===== config.mk =====
export PLATFORM = sky130hd
export DESIGN_NAME = length_prefixed_event_deframer_top
export DESIGN_NICKNAME = d
export VERILOG_FILES = /design/src/design/ledf_pkg.sv /design/src/design/ledf_front.sv /design/src/design/ledf_queue.sv /design/src/design/ledf_back.sv /design/src/design/length_prefixed_event_deframer_top.sv
export SDC_FILE = /design/constraint.sdc
export NUM_CORES = 1
export LEC_CHECK = 0
export BUFFER_PORTS_ARGS = -buffer_cell sky130_fd_sc_hd__buf_2
export CAP_MARGIN = 10
export CELL_PAD_IN_SITES_DETAIL_PLACEMENT = 1
export CELL_PAD_IN_SITES_GLOBAL_PLACEMENT = 1
export CORE_MARGIN = 5
export CORE_UTILIZATION = 49
export CTS_CLUSTER_DIAMETER = 60
export CTS_CLUSTER_SIZE = 28
export DETAILED_ROUTE_END_ITERATION = 16
export GPL_TIMING_DRIVEN = 0
export PLACE_DENSITY_LB_ADDON = 0.1
export SLEW_MARGIN = 20
export SYNTH_ARGS = -nofsm -noshare
export SYNTH_HDL_FRONTEND = slang
export SYNTH_SLANG_ARGS = --single-unit

===== constraint.sdc =====
create_clock -name clk -period 4.6 [get_ports clk]
set_clock_uncertainty 0.1 [all_clocks]
set_input_delay 0.92 -clock clk [delete_from_list [all_inputs] [get_ports clk]]
set_output_delay 0.92 -clock clk [all_outputs]
set_load 0.01 [all_outputs]

===== src/design/ledf_pkg.sv =====
// shared types, constants and helpers for the length-prefixed event deframer
package ledf_pkg;

  localparam int LEN_BITS_DEF    = 32;
  localparam int QUEUE_DEPTH_DEF = 4;

  localparam logic [7:0] MAX_TYPE_RST = 8'd5;

  localparam logic [3:0] HDR_BYTES = 4'd13;
  localparam logic [3:0] IDX_TYPE  = 4'd0;
  localparam logic [3:0] IDX_TEXT0 = 4'd1;
  localparam logic [3:0] IDX_TEXT3 = 4'd4;
  localparam logic [3:0] IDX_ERR0  = 4'd5;
  localparam logic [3:0] IDX_ERR3  = 4'd8;
  localparam logic [3:0] IDX_PAY0  = 4'd9;
  localparam logic [3:0] IDX_PAY3  = 4'd12;

  typedef enum logic [4:0] {
    PH_HEADER  = 5'b00001,
    PH_TEXT    = 5'b00010,
    PH_ERROR   = 5'b00100,
    PH_PAYLOAD = 5'b01000,
    PH_DONE    = 5'b10000
  } phase_t;

  typedef enum logic [1:0] {
    SEC_NONE    = 2'd0,
    SEC_TEXT    = 2'd1,
    SEC_ERROR   = 2'd2,
    SEC_PAYLOAD = 2'd3
  } sec_t;

  typedef enum logic [2:0] {
    ST_OK          = 3'd0,
    ST_SHORT_HDR   = 3'd1,
    ST_BAD_TYPE    = 3'd2,
    ST_TEXT_SHORT  = 3'd3,
    ST_ERROR_SHORT = 3'd4,
    ST_PAY_SHORT   = 3'd5,
    ST_TRAILING    = 3'd6
  } status_t;

  // one classified request on its way from front to back
  typedef struct packed {
    logic [7:0] data;
    logic       byte_valid;
    sec_t       section;
    logic [7:0] event_type;
    logic       frame_end;
    logic       hdr_short;
    logic       text_nz;
    logic       err_nz;
    logic       pay_nz;
    logic       trailing;
  } rec_t;

  function automatic phase_t pick_phase(input logic text_nz, input logic err_nz,
                                        input logic pay_nz);
    phase_t ph;
    if (text_nz) ph = PH_TEXT;
    else if (err_nz) ph = PH_ERROR;
    else if (pay_nz) ph = PH_PAYLOAD;
    else ph = PH_DONE;
    return ph;
  endfunction

endpackage


===== src/design/ledf_front.sv =====
// front end: header parse, section tracking and request classification
module ledf_front #(
  parameter int LENGTH_BITS = ledf_pkg::LEN_BITS_DEF
) (
  input  logic           clk,
  input  logic           rst_n,
  input  logic           in_valid,
  output logic           in_ready,
  input  logic [7:0]     in_data_byte,
  input  logic           in_last_byte,
  input  logic           q_full,
  output logic           push,
  output ledf_pkg::rec_t push_rec
);
  import ledf_pkg::*;

  localparam int LB = LENGTH_BITS;

  phase_t          phase_r, phase_nxt;
  logic [3:0]      hcnt_r, hcnt_nxt;
  logic [7:0]      type_r, type_nxt;
  logic [LB-1:0]   text_r, text_nxt;
  logic [LB-1:0]   err_r, err_nxt;
  logic [LB-1:0]   pay_r, pay_nxt;
  logic [LB-1:0]   acc_r, acc_nxt;
  logic            ovf_r, ovf_nxt;
  logic            trail_r, trail_nxt;

  logic            accept;
  logic            emit;
  logic            start;
  logic [LB+7:0]   wide;
  logic            ovf_all;
  logic [LB-1:0]   clamped;
  logic            text_nz, err_nz, pay_nz;
  logic [7:0]      ob;
  logic            bv;
  sec_t            sec;

  assign in_ready = !q_full;
  assign accept   = in_valid && in_ready;
  assign push     = accept && emit;

  always_comb begin
    phase_nxt = phase_r;
    hcnt_nxt  = hcnt_r;
    type_nxt  = type_r;
    text_nxt  = text_r;
    err_nxt   = err_r;
    pay_nxt   = pay_r;
    acc_nxt   = acc_r;
    ovf_nxt   = ovf_r;
    trail_nxt = trail_r;
    emit      = in_last_byte;
    ob        = 8'd0;
    bv        = 1'b0;
    sec       = SEC_NONE;

    start   = (hcnt_r == IDX_TEXT0) || (hcnt_r == IDX_ERR0) || (hcnt_r == IDX_PAY0);
    wide    = {(start ? {LB{1'b0}} : acc_r), in_data_byte};
    ovf_all = (start ? 1'b0 : ovf_r) | (wide[LB+7:LB] != 8'd0);
    clamped = ovf_all ? {LB{1'b1}} : wide[LB-1:0];

    case (phase_r)
      PH_HEADER: begin
        hcnt_nxt = hcnt_r + 4'd1;
        acc_nxt  = wide[LB-1:0];
        ovf_nxt  = ovf_all;
        if (hcnt_r == IDX_TYPE) type_nxt = in_data_byte;
        if (hcnt_r == IDX_TEXT3) text_nxt = clamped;
        if (hcnt_r == IDX_ERR3) err_nxt = clamped;
        if (hcnt_r == IDX_PAY3) pay_nxt = clamped;
      end
      PH_TEXT: begin
        emit     = 1'b1;
        ob       = in_data_byte;
        bv       = 1'b1;
        sec      = SEC_TEXT;
        text_nxt = text_r - LB'(1);
      end
      PH_ERROR: begin
        emit    = 1'b1;
        ob      = in_data_byte;
        bv      = 1'b1;
        sec     = SEC_ERROR;
        err_nxt = err_r - LB'(1);
      end
      PH_PAYLOAD: begin
        emit    = 1'b1;
        ob      = in_data_byte;
        bv      = 1'b1;
        sec     = SEC_PAYLOAD;
        pay_nxt = pay_r - LB'(1);
      end
      PH_DONE: begin
        trail_nxt = 1'b1;
      end
      default: begin
        phase_nxt = PH_HEADER;
      end
    endcase

    text_nz = (text_nxt != '0);
    err_nz  = (err_nxt != '0);
    pay_nz  = (pay_nxt != '0);

    if ((phase_r == PH_HEADER && hcnt_r == IDX_PAY3) || phase_r == PH_TEXT ||
        phase_r == PH_ERROR || phase_r == PH_PAYLOAD) begin
      phase_nxt = pick_phase(text_nz, err_nz, pay_nz);
    end

    push_rec.data       = ob;
    push_rec.byte_valid = bv;
    push_rec.section    = sec;
    push_rec.event_type = type_nxt;
    push_rec.frame_end  = in_last_byte;
    push_rec.hdr_short  = (hcnt_nxt < HDR_BYTES);
    push_rec.text_nz    = text_nz;
    push_rec.err_nz     = err_nz;
    push_rec.pay_nz     = pay_nz;
    push_rec.trailing   = trail_nxt;
  end

  always_ff @(posedge clk) begin
    if (!rst_n || (accept && in_last_byte)) begin
      phase_r <= PH_HEADER;
      hcnt_r  <= 4'd0;
      type_r  <= 8'd0;
      text_r  <= '0;
      err_r   <= '0;
      pay_r   <= '0;
      acc_r   <= '0;
      ovf_r   <= 1'b0;
      trail_r <= 1'b0;
    end else if (accept) begin
      phase_r <= phase_nxt;
      hcnt_r  <= hcnt_nxt;
      type_r  <= type_nxt;
      text_r  <= text_nxt;
      err_r   <= err_nxt;
      pay_r   <= pay_nxt;
      acc_r   <= acc_nxt;
      ovf_r   <= ovf_nxt;
      trail_r <= trail_nxt;
    end
  end

endmodule


===== src/design/ledf_queue.sv =====
// small request queue between front and back
module ledf_queue #(
  parameter int DEPTH = ledf_pkg::QUEUE_DEPTH_DEF
) (
  input  logic           clk,
  input  logic           rst_n,
  input  logic           wr_en,
  input  ledf_pkg::rec_t wr_rec,
  output logic           full,
  output logic           rd_valid,
  input  logic           rd_en,
  output ledf_pkg::rec_t rd_rec
);
  import ledf_pkg::*;

  localparam int PW = $clog2(DEPTH);
  localparam int CW = $clog2(DEPTH + 1);

  rec_t          mem_r [DEPTH];
  logic [PW-1:0] wr_ptr_r, wr_ptr_nxt;
  logic [PW-1:0] rd_ptr_r, rd_ptr_nxt;
  logic [CW-1:0] count_r, count_nxt;
  logic          do_wr, do_rd;

  assign full     = (count_r == CW'(DEPTH));
  assign rd_valid = (count_r != '0);
  assign do_wr    = wr_en && !full;
  assign do_rd    = rd_en && rd_valid;
  assign rd_rec   = mem_r[rd_ptr_r];

  always_comb begin
    wr_ptr_nxt = (wr_ptr_r == PW'(DEPTH - 1)) ? '0 : wr_ptr_r + PW'(1);
    rd_ptr_nxt = (rd_ptr_r == PW'(DEPTH - 1)) ? '0 : rd_ptr_r + PW'(1);
    case ({do_wr, do_rd})
      2'b10:   count_nxt = count_r + CW'(1);
      2'b01:   count_nxt = count_r - CW'(1);
      default: count_nxt = count_r;
    endcase
  end

  always_ff @(posedge clk) begin
    if (do_wr) mem_r[wr_ptr_r] <= wr_rec;
  end

  always_ff @(posedge clk) begin
    if (!rst_n) begin
      wr_ptr_r <= '0;
      rd_ptr_r <= '0;
      count_r  <= '0;
    end else begin
      if (do_wr) wr_ptr_r <= wr_ptr_nxt;
      if (do_rd) rd_ptr_r <= rd_ptr_nxt;
      count_r <= count_nxt;
    end
  end

endmodule


===== src/design/ledf_back.sv =====
// back end: type limit register, frame verdict and output register
module ledf_back (
  input  logic           clk,
  input  logic           rst_n,
  input  logic           cfg_valid,
  output logic           cfg_ready,
  input  logic [7:0]     cfg_data,
  input  logic           q_valid,
  output logic           q_pop,
  input  ledf_pkg::rec_t q_rec,
  output logic           out_valid,
  input  logic           out_ready,
  output logic [7:0]     out_byte,
  output logic           out_byte_valid,
  output logic [1:0]     out_section,
  output logic [7:0]     out_event_type,
  output logic           out_frame_end,
  output logic [2:0]     out_status
);
  import ledf_pkg::*;

  logic [7:0] max_type_r;
  logic       out_valid_r;
  logic [7:0] byte_r;
  logic       bv_r;
  sec_t       sec_r;
  logic [7:0] type_r;
  logic       end_r;
  status_t    status_r, status_nxt;
  logic       load;

  assign cfg_ready = 1'b1;
  assign load      = q_valid && (!out_valid_r || out_ready);
  assign q_pop     = load;

  always_comb begin
    if (!q_rec.frame_end) status_nxt = ST_OK;
    else if (q_rec.hdr_short) status_nxt = ST_SHORT_HDR;
    else if (q_rec.event_type > max_type_r) status_nxt = ST_BAD_TYPE;
    else if (q_rec.text_nz) status_nxt = ST_TEXT_SHORT;
    else if (q_rec.err_nz) status_nxt = ST_ERROR_SHORT;
    else if (q_rec.pay_nz) status_nxt = ST_PAY_SHORT;
    else if (q_rec.trailing) status_nxt = ST_TRAILING;
    else status_nxt = ST_OK;
  end

  always_ff @(posedge clk) begin
    if (!rst_n) begin
      max_type_r  <= MAX_TYPE_RST;
      out_valid_r <= 1'b0;
    end else begin
      if (cfg_valid && cfg_ready) max_type_r <= cfg_data;
      if (load) out_valid_r <= 1'b1;
      else if (out_ready) out_valid_r <= 1'b0;
    end
  end

  always_ff @(posedge clk) begin
    if (load) begin
      byte_r   <= q_rec.data;
      bv_r     <= q_rec.byte_valid;
      sec_r    <= q_rec.section;
      type_r   <= q_rec.event_type;
      end_r    <= q_rec.frame_end;
      status_r <= status_nxt;
    end
  end

  assign out_valid      = out_valid_r;
  assign out_byte       = byte_r;
  assign out_byte_valid = bv_r;
  assign out_section    = sec_r;
  assign out_event_type = type_r;
  assign out_frame_end  = end_r;
  assign out_status     = status_r;

endmodule


===== src/design/length_prefixed_event_deframer_top.sv =====
// Length-prefixed event deframer. Takes one frame byte per cycle, sustained, with no
// bubbles: a 13-byte header (type, then big-endian text, error and payload lengths)
// followed by body bytes that come out tagged with their section. Header and trailing
// bytes give a result only when they close the frame; the frame verdict rides on the
// result for the last byte. A byte's result goes from the front parse into the request
// queue, then into the output register, before it is offered. The input stalls
// only when the request queue (QUEUE_DEPTH entries) is full because the result side
// is holding off. max_type_code is written through the cfg port, resets to 5, and
// must be changed only while no frame is in flight.
module length_prefixed_event_deframer_top #(
  parameter int LENGTH_BITS = ledf_pkg::LEN_BITS_DEF,
  parameter int QUEUE_DEPTH = ledf_pkg::QUEUE_DEPTH_DEF
) (
  input  logic       clk,
  input  logic       rst_n,
  input  logic       in_valid,
  output logic       in_ready,
  input  logic [7:0] in_data_byte,
  input  logic       in_last_byte,
  input  logic       cfg_valid,
  output logic       cfg_ready,
  input  logic [7:0] cfg_data,
  output logic       out_valid,
  input  logic       out_ready,
  output logic [7:0] out_byte,
  output logic       out_byte_valid,
  output logic [1:0] out_section,
  output logic [7:0] out_event_type,
  output logic       out_frame_end,
  output logic [2:0] out_status
);
  import ledf_pkg::*;

  logic push, q_full, q_valid, q_pop;
  rec_t push_rec, q_rec;

  ledf_front #(.LENGTH_BITS(LENGTH_BITS)) u_front (
    .clk          (clk),
    .rst_n        (rst_n),
    .in_valid     (in_valid),
    .in_ready     (in_ready),
    .in_data_byte (in_data_byte),
    .in_last_byte (in_last_byte),
    .q_full       (q_full),
    .push         (push),
    .push_rec     (push_rec)
  );

  ledf_queue #(.DEPTH(QUEUE_DEPTH)) u_queue (
    .clk      (clk),
    .rst_n    (rst_n),
    .wr_en    (push),
    .wr_rec   (push_rec),
    .full     (q_full),
    .rd_valid (q_valid),
    .rd_en    (q_pop),
    .rd_rec   (q_rec)
  );

  ledf_back u_back (
    .clk            (clk),
    .rst_n          (rst_n),
    .cfg_valid      (cfg_valid),
    .cfg_ready      (cfg_ready),
    .cfg_data       (cfg_data),
    .q_valid        (q_valid),
    .q_pop          (q_pop),
    .q_rec          (q_rec),
    .out_valid      (out_valid),
    .out_ready      (out_ready),
    .out_byte       (out_byte),
    .out_byte_valid (out_byte_valid),
    .out_section    (out_section),
    .out_event_type (out_event_type),
    .out_frame_end  (out_frame_end),
    .out_status     (out_status)
  );

endmodule


---- Yosys cells after proc, flatten, opt, wreduce, memory -nomap -nowiden ----
Memories as Yosys holds them, arrays and structs flattened. A register that Yosys moved wholly into a read port is not among the register bits.
Cells that the tools add are included.
word-level totals
  memory bits (read-only) ................. 0
  output and inout bits ................... 26
  memories ................................ 1
  latch bits .............................. 0
  bits in registers ....................... 186
  bits in writable memories ............... 100
  bits of input ports ..................... 22
  logic and storage cells ................. 120
memory list
  memory         words  bits a word  read ports  clocked after Yosys merged registers in  wr ports  line              source
  u_queue.mem_r  4      25           1           1                                        1         ledf_queue.sv:19  rec_t mem_r [DEPTH];
operators by class
  add/sub/neg operators ................... 8
  reduce and logical (&&, ||, !) cells .... 31
  div/mod/pow operators ................... 0
  eq/ne operators ......................... 17
  muxes and demuxes ....................... 37
  multiply operators ...................... 0
  $lt $le $gt $ge ......................... 2
  shift-type cells ........................ 0
  bitwise operators ....................... 2
operators with widths
  kind                                                 count
  case mux 32 bit (2 select lines)                     3
  2-to-1 mux 32 bit                                    5
  nonzero test 32 bit                                  3
  subtractor 32 x 1 -> 32 bit (second input constant)  3
  2-to-1 mux 5 bit                                     5
  2-to-1 mux 8 bit                                     3
  == test 4 bit (second input constant)                3
  2-to-1 mux 2 bit                                     6
  2-to-1 mux 1 bit                                     9
  2-to-1 mux 3 bit                                     3
  == test 4 x 3 -> 1 bit (second input constant)       2
  > comparator 8 bit                                   1
  nonzero test 8 bit                                   1
  logical AND 1 bit                                    7
  logical OR 1 bit                                     7
  == test 2 bit (second input constant)                3
  case mux 2 bit (3 select lines)                      1
  case mux 3 bit (2 select lines)                      1
  == test 5 x 1 -> 1 bit (second input constant)       1
  == test 5 x 2 -> 1 bit (second input constant)       1
  == test 5 x 3 -> 1 bit (second input constant)       1
  == test 5 x 4 -> 1 bit (second input constant)       1
  == test 5 bit (second input constant)                1
  OR reduction 5 bit                                   1
  20 further kinds                                     25

---- Depth between registers and ports, before layout ----
  word-level depth ........................ 14
  depth in mapped cells ................... 14
  gate-level depth less buffers ........... 12

---- By module ----
A second synthesis with hierarchy kept.
second synthesis, totals
  cell total of the unflattened synthesis .. 1601
  area, all modules ....................... 14943.1 sq um
by module, submodules not included
  module      times used  sequential area each (sq um)  cells each  area each (sq um)
  ledf_front  1           2942.8                        1317        9482.8
  ledf_queue  1           3183.1                        187         4146.5
  ledf_back   1           870.8                         97          1313.8

---- Worst setup path after synthesis ----
Ideal clock, no wire load.
  path kind ............................... register to register
  from .................................... reg with a tool-made name
  to ...................................... reg u_back.status_r[2] (netlist: u_back.out_status[2]), data pin
  setup slack ............................. 663 ps
  stages on the path, launching flop included .. 14
  setup time .............................. 176 ps
  buffers on the path ..................... 3
  data required time ...................... 4324 ps
  arrival time ............................ 3661 ps
  period minus slack after synthesis ...... 3937 ps
  path through ............................ dfxtp_1 > clkbuf_1 > buf_1 > buf_1 > mux4_2 > ha_1 > nor2b_1 > o21a_1 > o21ai_0 > nand2b_1 > a21oi_1 > o21ai_0 > o31a_1 > nor4_1
RTL lines
  item                    line             source
  end signal: assignment  ledf_back.sv:65  status_r <= status_nxt;
  end: declaration        ledf_back.sv:29  status_t status_r, status_nxt;

==> reports/metrics.yaml <==
insertion_delay_ns: 0.53
dr.pass1.iters: 6
yosys_warnings: 0
p_leak_nw: 5.78
r2r-start: "u_front.phase_r[3]$_SDFFE_PP0P_"
post-route-min-period_ns: 4.59
critPathMaxFanout: 10
cp_slowest_cell: "nor2_1"
cts.clk_slew.worst_paths_ns: 0.07
regArea_um2: 7000
clock-sinks: 288
worstPathRequired_ns: 4.91
cts_tree: "done"
placementRows: 64
cp.buffers_inverters: 3
worst_pin_slew_ns: 1.22
startpoint_type: "flip-flop"
cp_cell_sequence: "buf_6 -> or3_1 -> buf_2 -> clkbuf_1 -> nor2_1 -> o21ai_0 -> a211oi_1 -> nand2_1 -> nor4_1 -> and3_1 -> nand2_1 -> a21bo_2"
post-dp-hpwl_um: 43700
wl_per_cell_um: 28.5
ys_types: 81
cp_common_cell: "nand2_1"
grt_antenna_before_repair: 1
diodes: 0
die_y_um: 185
finalMaxSlewViolations: 0
fmax_mhz: 218
cts_setup_buffers: 0
numCtsBuffers: 34
path_class: "reg2reg"
io_buffers: 45
yosysMostFrequentCell: "nor2_1"
outcome: "complete, no violations"
cpPeakStageDelay_ns: 1.03
hold_viol: 0
htreeDepth: 2
synthesis.area_um2: 14900
synth_common_cells: "nor2_1 (191), dfxtp_1 (165), nand2_1 (158)"
fin_nets: 1734
overflow: 0
root_buffer: "clkbuf_16"
crit_family: "simple AND/OR/NAND/NOR gates"
synth-async-reset-ratio: 0
ir_drop_mv: 0.312
startpoint: "u_front.phase_r[3]$_SDFFE_PP0P_"
routed_wl_um: 60200
endpoint: "u_front.phase_r[2]$_SDFFE_PP0P_"
io_pins: 48
grt_max_degree: 26
power_density_nw_per_um2: 506
post_cts_resized: 5
drive_gt1_frac: 0.115
area_growth_pct: 13.7
seq_area_frac_synth: 0.469
hold_buffers: 0
synthFlopType: "dfxtp_1"
num-fill-cells: 3467
viasPerCell: 6.75
rrSetupSlack_ns: 0.01
start_util: 0.492
synth_edf_count: 123
rsz0062_at_grt: "true"
syn_inst: 1609
grt_pass1_wl_um: 89800
multi_input_area_um2: 7460
slew_headroom: 0.183
gp_congestion: 1.02
cp-end-kind: "flip-flop"
clock_path_buffers: 3
die_area_um2: 34100
synth_nets: 1652
dp_cells: 2052
core_area_um2: 30300
critPathArrivalTime_ns: 4.90
reg2reg_depth: 12
ant_nets: 0
avgSynthCellArea_um2: 9.28
final_cells: 2113
yosysTopAreaCell: "edfxtp_1"
ys_seq_elements: 288
via_count: 14300
drtIter0Drc: 1441
fin_crit_sh: 0.997
hp-class: "reg2reg"
r2r-end: "u_front.phase_r[2]$_SDFFE_PP0P_"
cp.depth: 12
grt_usage: 0.349
yosys-top-cells-area: "edfxtp_1 (25%), dfxtp_1 (22%), nor2_1 (4.8%)"
synth_top_cell_area_share: 0.247
max_cap_viol_count: 0
grt_pass1_vias: 14300
die-width_um: 185
drcViolationCount: 0
finalSetupViolCount: 0
final_util: 0.559
[worst reg2reg max path: cells and delay by family (launching register included)]
kind	cells	cell delay, ns
AOI/OAI and AO/OA	3	0.96
buffers and inverters	3	0.69
DFF	1	0.35
and+or+nand+nor	6	2.40
[sequential cells by signal, summed over array words and instances (netlist names), named ones only]
| signal | cells |
|---|---|
| u_queue.mem_r | 100 |
| u_front.acc_r | 32 |
| u_front.err_r | 32 |
| u_front.pay_r | 32 |
| u_front.text_r | 32 |
| u_back.max_type_r | 8 |
| u_back.out_byte | 8 |
| u_back.out_event_type | 8 |
| u_front.type_r | 8 |
| u_front.phase_r | 5 |
| u_front.hcnt_r | 4 |
| u_back.out_status | 3 |
| u_queue.count_r | 3 |
| u_back.out_section | 2 |
| u_queue.rd_ptr_r | 2 |
| u_queue.wr_ptr_r | 2 |
| u_back.out_byte_valid | 1 |
| u_back.out_frame_end | 1 |
| u_back.out_valid | 1 |
| u_front.ovf_r | 1 |
| u_front.trail_r | 1 |
[per-stage QoR]
step                      hold WS [ns]  setup slack [ns]  setup TNS (ns)  cell area (um^2)  power [W]
after floorplan                  0.329             0.663               0             14900    0.00478
after global placement           0.338            -0.139          -13.53             15700    0.00553
after detailed placement         0.354            -0.238           -1.38             15700    0.00571
after CTS                        0.364            0.0388               0             16900    0.00858
after global routing             0.389           -0.0574          -0.279             17000    0.00894
final                            0.360            0.0116               0             17000    0.00859
[worst min path at each step]
stage	start	to	slack [ns]	depth (start not counted)
global route	u_front.ovf_r$_SDFFE_PP0P_	u_front.ovf_r$_SDFFE_PP0P_	0.39	2
global placement	u_front.type_r[7]$_SDFFE_PP0P_	u_front.type_r[7]$_SDFFE_PP0P_	0.34	2
detailed placement	u_front.type_r[6]$_SDFFE_PP0P_	u_front.type_r[6]$_SDFFE_PP0P_	0.35	2
finish	u_front.type_r[6]$_SDFFE_PP0P_	u_front.type_r[6]$_SDFFE_PP0P_	0.36	2
CTS	u_front.type_r[2]$_SDFFE_PP0P_	u_front.type_r[2]$_SDFFE_PP0P_	0.36	2
floorplan	u_front.trail_r$_SDFFE_PP0P_	u_front.trail_r$_SDFFE_PP0P_	0.33	2
[per-layer routing]
metal	GRT usage	wire [um]	vias to the layer above
met4	0.182	3750	2
met3	0.0614	4820	178
met5	0	19	-
met2	0.570	27800	676
li1	-	-	6297
met1	0.443	23800	7113
[final cells by class]
| cell class | instances | area share |
|---|---|---|
| timing repair buffer | 47 | 0.0152 |
| tap | 396 | 0.0292 |
| clock buffer | 39 | 0.0536 |
| clock inverter | 23 | 0.0169 |
| inverter | 36 | 0.00796 |
| sequential | 288 | 0.412 |
| multi-input combinational | 1173 | 0.439 |
| buffer | 111 | 0.0259 |
[power by group]
| group | total [W] | internal, W | switching, W |
|---|---|---|---|
| registers | 0.00325 | 0.00303 | 0.000227 |
| clock network | 0.00287 | 0.00165 | 0.00121 |
| logic | 0.00247 | 0.000845 | 0.00162 |
| total | 0.00859 | 0.00552 | 0.00306 |
[placed cells by master (no fill, tap or decap), types with 7 or more instances in the layout]
master     synthesis  final
nor2_1           191    185
dfxtp_1          165    165
nand2_1          158    158
edfxtp_1         123    123
clkbuf_1          94     95
o21ai_0           74     74
a21oi_1           73     72
a211oi_1          66     66
nand3_1           67     64
nor3_1            66     63
buf_2              2     49
inv_1             36     36
nor4_1            38     36
clkbuf_16          0     35
or3_1             28     28
nand4_1           28     28
mux4_2            25     25
or4_1             24     24
o211ai_1          24     24
ha_1              20     20
nor2b_1           17     17
a31oi_1           16     16
and2_1            18     14
o22ai_1           14     14
and3_1            13     13
o311ai_0          13     13
o311a_1           13     13
nand2b_1          12     12
mux2i_1           12     12
buf_1             13     11
or2_2             10     10
o21a_1            10     10
a22oi_1            8      8
o211a_1            8      8
o221ai_1           8      8
a2111oi_0          7      7
[logic make-up after synthesis]
family          after synthesis  share of synthesized area
fa+ha+maj                    21                     0.0181
compound gates              392                      0.181
xor+xnor                      8                    0.00469
mux                          43                     0.0503
simple gates                708                      0.238
other cells                   1                   0.000251
buf+inv                     148                     0.0386
flops                       288                      0.469
No activity file was read; power rests on OpenSTA's default activity.
